===== config.mk =====
export PLATFORM = sky130hd
export DESIGN_NAME = ckmt_ctrl
export DESIGN_NICKNAME = d
export VERILOG_FILES = /design/src/rtl/ckmt_pkg.sv /design/src/rtl/ckmt_ctrl.sv
export SDC_FILE = /design/constraint.sdc
export NUM_CORES = 1
export LEC_CHECK = 0
export CAP_MARGIN = 40
export CORE_ASPECT_RATIO = 1.2
export CORE_MARGIN = 10
export CORE_UTILIZATION = 40
export CTS_CLUSTER_SIZE = 20
export DETAILED_ROUTE_END_ITERATION = 16
export DONT_BUFFER_PORTS = 1
export SLEW_MARGIN = 20
export SYNTH_ARGS = -nofsm -noshare
export SYNTH_HDL_FRONTEND = slang
export SYNTH_SLANG_ARGS = --single-unit
export TNS_END_PERCENT = 30

===== constraint.sdc =====
create_clock -name clk -period 8.3 [get_ports clk]
set_clock_uncertainty 0.1 [all_clocks]
set_input_delay 1.66 -clock clk [delete_from_list [all_inputs] [get_ports clk]]
set_output_delay 1.66 -clock clk [all_outputs]
set_load 0.02 [all_outputs]

===== src/rtl/ckmt_pkg.sv =====
// Shared types, codes and constants for the coordinate-keyed mark table.
`default_nettype none
package ckmt_pkg;

	localparam int MARK_CAPACITY_DEF = 256;
	localparam int CFG_IDX_W         = 1;
	localparam int CFG_DATA_W        = 9;

	localparam logic [2:0] OP_ADD    = 3'd0;
	localparam logic [2:0] OP_LOOKUP = 3'd1;
	localparam logic [2:0] OP_BEGIN  = 3'd2;
	localparam logic [2:0] OP_END    = 3'd3;
	localparam logic [2:0] OP_CLEAR  = 3'd4;

	localparam logic [CFG_IDX_W-1:0] CFG_MAP_HEIGHT = 1'd0;
	localparam logic [CFG_IDX_W-1:0] CFG_MAP_WIDTH  = 1'd1;

	localparam logic [8:0]  MAP_HEIGHT_RST = 9'd66;
	localparam logic [8:0]  MAP_WIDTH_RST  = 9'd198;
	localparam logic [7:0]  DEFAULT_SYMBOL = 8'd42;
	localparam logic [31:0] REVISION_RST   = 32'd1;

	typedef struct packed {
		logic [2:0] opcode;
		logic [7:0] row;
		logic [7:0] column;
		logic [7:0] attribute_in;
		logic [7:0] symbol_in;
	} mark_in_t;

	typedef struct packed {
		logic        found;
		logic [7:0]  attribute_out;
		logic [7:0]  symbol_out;
		logic [31:0] revision;
	} mark_out_t;

	typedef struct packed {
		logic [7:0] row;
		logic [7:0] column;
		logic [7:0] attribute;
		logic [7:0] symbol;
	} mark_entry_t;

	typedef enum logic [1:0] {
		ST_IDLE,
		ST_SCAN,
		ST_DONE
	} ctrl_state_t;

endpackage
`default_nettype wire


===== src/rtl/ckmt_ctrl.sv =====
// Sequencer: linear key search over the entry store, update and revision logic.
`default_nettype none
module ckmt_ctrl #(
	parameter int MARK_CAPACITY = ckmt_pkg::MARK_CAPACITY_DEF,
	parameter int IDX_W = 8,
	parameter int CNT_W = 9
) (
	input  wire logic                  clk,
	input  wire logic                  arst_n,
	input  wire logic                  req_valid,
	output logic                       req_ready,
	input  wire ckmt_pkg::mark_in_t    req,
	input  wire logic [8:0]            map_height,
	input  wire logic [8:0]            map_width,
	input  wire logic                  out_free,
	output logic                       res_valid,
	output ckmt_pkg::mark_out_t        res,
	output logic                       mem_we,
	output logic [IDX_W-1:0]           mem_waddr,
	output ckmt_pkg::mark_entry_t      mem_wdata,
	output logic                       mem_re,
	output logic [IDX_W-1:0]           mem_raddr,
	input  wire ckmt_pkg::mark_entry_t mem_rdata
);
	import ckmt_pkg::*;

	ctrl_state_t state_q, state_d;

	logic [2:0]       op_q;
	logic [7:0]       row_q, col_q, attr_q, sym_q;
	logic             inb_q;
	logic [CNT_W-1:0] count_q, count_d;
	logic             batch_q, batch_d;
	logic [31:0]      rev_q, rev_d;
	logic [CNT_W-1:0] issue_q;
	logic             pend_q;
	logic [IDX_W-1:0] pidx_q;
	logic             hit_q;
	logic [IDX_W-1:0] hit_idx_q;
	logic [7:0]       hit_attr_q, hit_sym_q;

	logic        accept, key_ok, need_scan, match, scan_end, done_fire, bump;
	logic        issue;
	logic [31:0] rev_inc;

	assign accept    = req_valid && req_ready;
	assign key_ok    = ({1'b0, req.row} < map_height) && ({1'b0, req.column} < map_width);
	assign need_scan = (((req.opcode == OP_ADD) && key_ok) || (req.opcode == OP_LOOKUP))
		&& (count_q != '0);
	assign match     = pend_q && (mem_rdata.row == row_q) && (mem_rdata.column == col_q);
	assign scan_end  = !pend_q && (issue_q == count_q);
	assign issue     = (state_q == ST_SCAN) && !match && (issue_q < count_q);
	assign done_fire = (state_q == ST_DONE) && out_free;
	assign rev_inc   = ((rev_q + 32'd1) == 32'd0) ? 32'd1 : rev_q + 32'd1;

	always_comb begin
		state_d = state_q;
		unique case (state_q)
			ST_IDLE: begin
				if (req_valid) begin
					state_d = need_scan ? ST_SCAN : ST_DONE;
				end
			end
			ST_SCAN: begin
				if (match || scan_end) begin
					state_d = ST_DONE;
				end
			end
			ST_DONE: begin
				if (out_free) begin
					state_d = ST_IDLE;
				end
			end
			default: state_d = ST_IDLE;
		endcase
	end

	always_comb begin
		req_ready = (state_q == ST_IDLE);
		mem_re    = issue;
		mem_raddr = issue_q[IDX_W-1:0];
		mem_we    = 1'b0;
		mem_waddr = hit_idx_q;
		mem_wdata = '{row: row_q, column: col_q, attribute: attr_q, symbol: sym_q};
		count_d   = count_q;
		batch_d   = batch_q;
		bump      = 1'b0;
		if (done_fire) begin
			case (op_q)
				OP_ADD: begin
					if (inb_q) begin
						if (hit_q) begin
							if ((hit_attr_q != attr_q) || (hit_sym_q != sym_q)) begin
								mem_we = 1'b1;
								bump   = !batch_q;
							end
						end else if (count_q < CNT_W'(MARK_CAPACITY)) begin
							mem_we    = 1'b1;
							mem_waddr = count_q[IDX_W-1:0];
							count_d   = count_q + CNT_W'(1);
							bump      = !batch_q;
						end
					end
				end
				OP_BEGIN: begin
					count_d = '0;
					batch_d = 1'b1;
				end
				OP_END: begin
					batch_d = 1'b0;
					bump    = batch_q;
				end
				OP_CLEAR: begin
					count_d = '0;
					batch_d = 1'b0;
					bump    = (count_q != '0) || batch_q;
				end
				default: ;
			endcase
		end
		rev_d     = bump ? rev_inc : rev_q;
		res_valid = done_fire;
		res.found         = (op_q == OP_LOOKUP) && hit_q;
		res.attribute_out = res.found ? hit_attr_q : 8'd0;
		res.symbol_out    = res.found ? hit_sym_q : 8'd0;
		res.revision      = rev_d;
	end

	always_ff @(posedge clk or negedge arst_n) begin
		if (!arst_n) begin
			state_q <= ST_IDLE;
			count_q <= '0;
			batch_q <= 1'b0;
			rev_q   <= REVISION_RST;
			pend_q  <= 1'b0;
			hit_q   <= 1'b0;
			issue_q <= '0;
		end else begin
			state_q <= state_d;
			count_q <= count_d;
			batch_q <= batch_d;
			rev_q   <= rev_d;
			pend_q  <= issue;
			if (accept) begin
				hit_q   <= 1'b0;
				issue_q <= '0;
			end else begin
				if (match) begin
					hit_q <= 1'b1;
				end
				if (issue) begin
					issue_q <= issue_q + CNT_W'(1);
				end
			end
		end
	end

	always_ff @(posedge clk) begin
		if (accept) begin
			op_q   <= req.opcode;
			row_q  <= req.row;
			col_q  <= req.column;
			attr_q <= req.attribute_in;
			sym_q  <= (req.symbol_in != 8'd0) ? req.symbol_in : DEFAULT_SYMBOL;
			inb_q  <= key_ok;
		end
		if (issue) begin
			pidx_q <= issue_q[IDX_W-1:0];
		end
		if (match) begin
			hit_idx_q  <= pidx_q;
			hit_attr_q <= mem_rdata.attribute;
			hit_sym_q  <= mem_rdata.symbol;
		end
	end

	a_count_cap: assert property (@(posedge clk) disable iff (!arst_n)
		count_q <= CNT_W'(MARK_CAPACITY))
		else $error("entry count beyond capacity");
	a_rev_nonzero: assert property (@(posedge clk) disable iff (!arst_n)
		rev_q != 32'd0)
		else $error("revision is zero");
	a_write_in_done: assert property (@(posedge clk) disable iff (!arst_n)
		mem_we |-> (state_q == ST_DONE) && out_free)
		else $error("store written outside completion");
	a_issue_bound: assert property (@(posedge clk) disable iff (!arst_n)
		(state_q == ST_SCAN) |-> (issue_q <= count_q))
		else $error("search ran past the filled entries");
	a_count_stable: assert property (@(posedge clk) disable iff (!arst_n)
		(state_q == ST_SCAN) |=> $stable(count_q))
		else $error("entry count changed during search");

endmodule
`default_nettype wire


==> impl_metrics.csv <==
group,metric,value,unit
routing,vias,4696,
timing,post-route-period-util,0.727,
grt,grt_pass1_wl,27600,um
place,port-buffer-count,0,
clocking,postCtsHoldBufs,0,
power_and_ir_drop,total_switching_power,0.000563,W
worst_setup_path,timing.critical_path.fanout_max,28,
worst_setup_path,critical_path.top_delay_family,"simple AND/OR/NAND/NOR gates",
yosys,synth_flop_cell,"sky130_fd_sc_hd__edfxtp_1",
yosys,ys.warnings.count,0,
routing,postRouteWirelength,17900,um
place,gp_congestion,0.831,
clocking,cts.path.max_buffers,2,
floorplan,core_region_area,16300,um^2
min_path,hold_depth,0,
finish,layout.area.seq,3420,um^2
power_and_ir_drop,seq_power_share,0.446,
worst_setup_path,timing.critical_path.from_type,"primary input",
finish,final_common_cell,"sky130_fd_sc_hd__edfxtp_1",
finish,final_cell_mix,"sky130_fd_sc_hd__edfxtp_1 (68), sky130_fd_sc_hd__xnor2_1 (55), sky130_fd_sc_hd__dfrtp_1 (54)",
finish,antenna_cells,0,
timing,post-route-min-period,6.04,ns
finish,post_layout_nonfiller_instances,824,
timing,timing.slew.headroom,0.466,
finish,final_layout_size_suffix_gt1_frac,0.114,
floorplan,fp-row-count,51,
yosys,syn_inst,608,
routing,number_of_drc_markers_after_the_initial_detailed_route_iteration,250,
worst_setup_path,critical_path_type,"primary input to output port",
clocking,cts_tree,"built",
place,detailed_place.area,6860,um^2
timing,grt_setup_unrepaired,"no",
place,hpwl,13800,um
clocking,numClockSinks,123,
yosys,yosysTopAreaCellShare,0.305,
power_and_ir_drop,clkPwrFrac,0.415,
routing,antenna_left,0,
place,dpl_worst_slack,2.25,ns
clocking,cts.root.buffer_cell,"sky130_fd_sc_hd__clkbuf_16",
worst_setup_path,crit-reg2reg-capture,"rev_q[0]$_DFF_PN1_",
power_and_ir_drop,power.internal,0.00130,W
yosys,yosysTopAreaCell,"sky130_fd_sc_hd__edfxtp_1",
routing,vias_per_cell,5.70,
timing,tightest_slew,0.801,ns
worst_setup_path,worst-r2r-cell-count,8,
floorplan,horiz_die_dim,138,um
worst_setup_path,crit_path_top_delay_cell,"sky130_fd_sc_hd__o22ai_4",
yosys,synth_edf_count,68,
timing,finalSetupViolations,0,
routing,drtPass1Iterations,5,
routing,drcViolationCount,0,
floorplan,initial_utilization,0.409,
timing,timing.final.ws_setup,2.26,ns
yosys,synth_fp_nets,724,
finish,fillCellCount,1526,
run_status,run_status,"completed",
grt,grt_antenna_before_repair,1,
power_and_ir_drop,power_per_cell_area,250,nW/um^2
finish,areaGrowthSynthToFinish,11.8,%
worst_setup_path,critPathCaptureType,"output port",
yosys,synth.avg_cell_area,11.0,um^2
worst_setup_path,timing.critical_path.buf_inv,1,
finish,fin_area,7480,um^2
yosys,synth_seq_cells,123,
power_and_ir_drop,power.share.combinational,0.139,
worst_setup_path,critical_path_arrival,4.28,ns
grt,globalRouteTotalUtil,0.157,
finish,num-nets-final,715,
power_and_ir_drop,ir_worst_vdd,0.133,mV
yosys,synth.lib_cells_used.distinct,65,
yosys,post_synth_main_area_contributors,"sky130_fd_sc_hd__edfxtp_1 (31%), sky130_fd_sc_hd__dfrtp_1 (20%), sky130_fd_sc_hd__xnor2_1 (7.2%), sky130_fd_sc_hd__ha_1 (5.1%), sky130_fd_sc_hd__xor2_1 (2.6%)",
clocking,cts_repair_resize_count,0,
routing,detail_route.wl_per_cell,21.8,um
yosys,yosysSeqAreaShare,0.511,
worst_setup_path,worst_ep_required_time,6.54,ns
timing,report.final.slew_viol_count,0,
worst_setup_path,cp.depth,7,
run,max_cap_violations,0,
floorplan,io-pin-count,190,
grt,first_global_vias,4801,
finish,multi_input_area,2990,um^2
clocking,clkLatencyLatePin,0.42,ns
clocking,ctsHtreeMaxLevel,4,
clocking,clock_pin_slew_on_the_worst_setup_and_hold_paths,0.06,ns
grt,grt-ovfl-total,0,
clocking,cts_post_setup_buffers_inserted,0,
worst_setup_path,worst_path_largest_cell_delay,0.60,ns
power_and_ir_drop,swShare,0.302,
timing,finalHoldViolations,0,
timing,max_freq,0.166,GHz
worst_setup_path,reg2reg_from,"rev_q[0]$_DFF_PN1_",
grt,maximum_number_of_pins_on_one_net_before_global_route_repair,56,
worst_setup_path,crit_path_cell_trace,"nand3b_1, inv_1, nand2_1, or4_4, o22ai_4, nand4_1, xnor2_1",
min_path,hold_path_end,"hit_idx_q[2]$_DFFE_PP_",
clocking,cts_buf_count,17,
min_path,hold_start,"pidx_q[2]$_DFFE_PP_",
floorplan,die_h,162,um
min_path,hold_path.class,"flip-flop to flip-flop",
timing,tns,0,ns
yosys,synth-async-reset-ratio,0.447,
power_and_ir_drop,fin_total_pwr,0.00187,W
floorplan,dieArea,22300,um^2
yosys,synthesis.area,6690,um^2
power_and_ir_drop,static-leakage-power,2.86,nW
place,place.detailed.instances,792,
worst_setup_path,internal_reg_to_reg_setup_slack,4.69,ns
-- how the worst max path moves through the flow --
| stage | startpoint | to |
|---|---|---|
| floorplan | mem_rdata[20] | state_q[1]$_DFFE_PN0P_ |
| global placement | out_free | res[28] |
| detailed placement | out_free | res[28] |
| CTS | out_free | res[28] |
| global route | out_free | res[23] |
| finish | out_free | res[30] |
-- per-stage QoR --
| step | hold WS, ns | util |
|---|---|---|
| 2_1_floorplan | 0.300 | - |
| 3_3_place_gp | 0.303 | 0.417 |
| 3_5_place_dp | 0.306 | 0.420 |
| 4_1_cts | 0.320 | 0.458 |
| 5_1_grt | 0.337 | 0.458 |
| 6_report | 0.323 | 0.458 |
-- cells by family after synthesis --
kind of cell,count (synthesis),synth area share
AOI/OAI and AO/OA,69,0.0747
xor gates and xnor gates,76,0.101
adders and majority gates,27,0.0505
buffers and inverters,68,0.0456
DFF,123,0.511
muxes,15,0.0247
and+or+nand+nor,230,0.193
-- registers in the layout (all words and copies together) (netlist names) --
register / flops
hit_sym_q: 8
inb_q: 1
row_q: 8
issue_q: 9
count_q: 9
hit_attr_q: 8
sym_q: 8
hit_q: 1
pidx_q: 8
pend_q: 1
rev_q: 32
op_q: 3
batch_q: 1
attr_q: 8
hit_idx_q: 8
state_q: 2
col_q: 8
-- worst register-to-register path, stage by stage (launching register included) --
cell	delay [ns]
sky130_fd_sc_hd__dfstp_2	0.58
sky130_fd_sc_hd__ha_1	0.28
sky130_fd_sc_hd__and4_1	0.32
sky130_fd_sc_hd__nand2_1	0.20
sky130_fd_sc_hd__nor4_1	0.66
sky130_fd_sc_hd__nand3_1	0.22
sky130_fd_sc_hd__a2111oi_2	0.34
sky130_fd_sc_hd__a41oi_1	0.22
sky130_fd_sc_hd__a21oi_1	0.51
-- final cells by class --
cell class                 instances  share of cell area
timing repair buffer               6             0.00837
tap                              212              0.0355
inverter                          34              0.0171
clock buffer                      17              0.0569
multi-input combinational        417               0.400
sequential                       123               0.457
clock inverter                    15              0.0249
-- metal layers --
| metal | GRT usage | wire, um |
|---|---|---|
| met2 | 0.254 | 8690 |
| met3 | 0.0710 | 1800 |
| met1 | 0.177 | 7150 |
| met4 | 0.0633 | 291 |
| met5 | 0 | 13 |
-- cell usage after synthesis, drive strengths merged (3+ instances only) --
master,instances
nand2b,9
o21ai,7
edfxtp,68
buf,18
and4,7
or3,5
a31o,4
ha,27
and3,11
mux2,12
a21o,7
clkbuf,16
and2,23
nand2,33
or4,3
o31a,3
nand3,31
nor4,16
dfrtp,54
nor2,37
a21oi,20
inv,34
nand4,26
nor3b,7
mux2i,3
nor3,8
xnor2,56
a211oi,4
xor2,20
-- power by group through the flow --
stage | logic [W] | clock network, W | registers (W)
3_5_place_dp | 0.000263 | 0 | 0.000845
6_report | 0.000260 | 0.000775 | 0.000833
5_1_grt | 0.000289 | 0.000823 | 0.000842
2_1_floorplan | 0.000199 | 0 | 0.000818
4_1_cts | 0.000264 | 0.000794 | 0.000835
3_3_place_gp | 0.000238 | 0 | 0.000845
No activity file was read; power rests on OpenSTA's default activity.
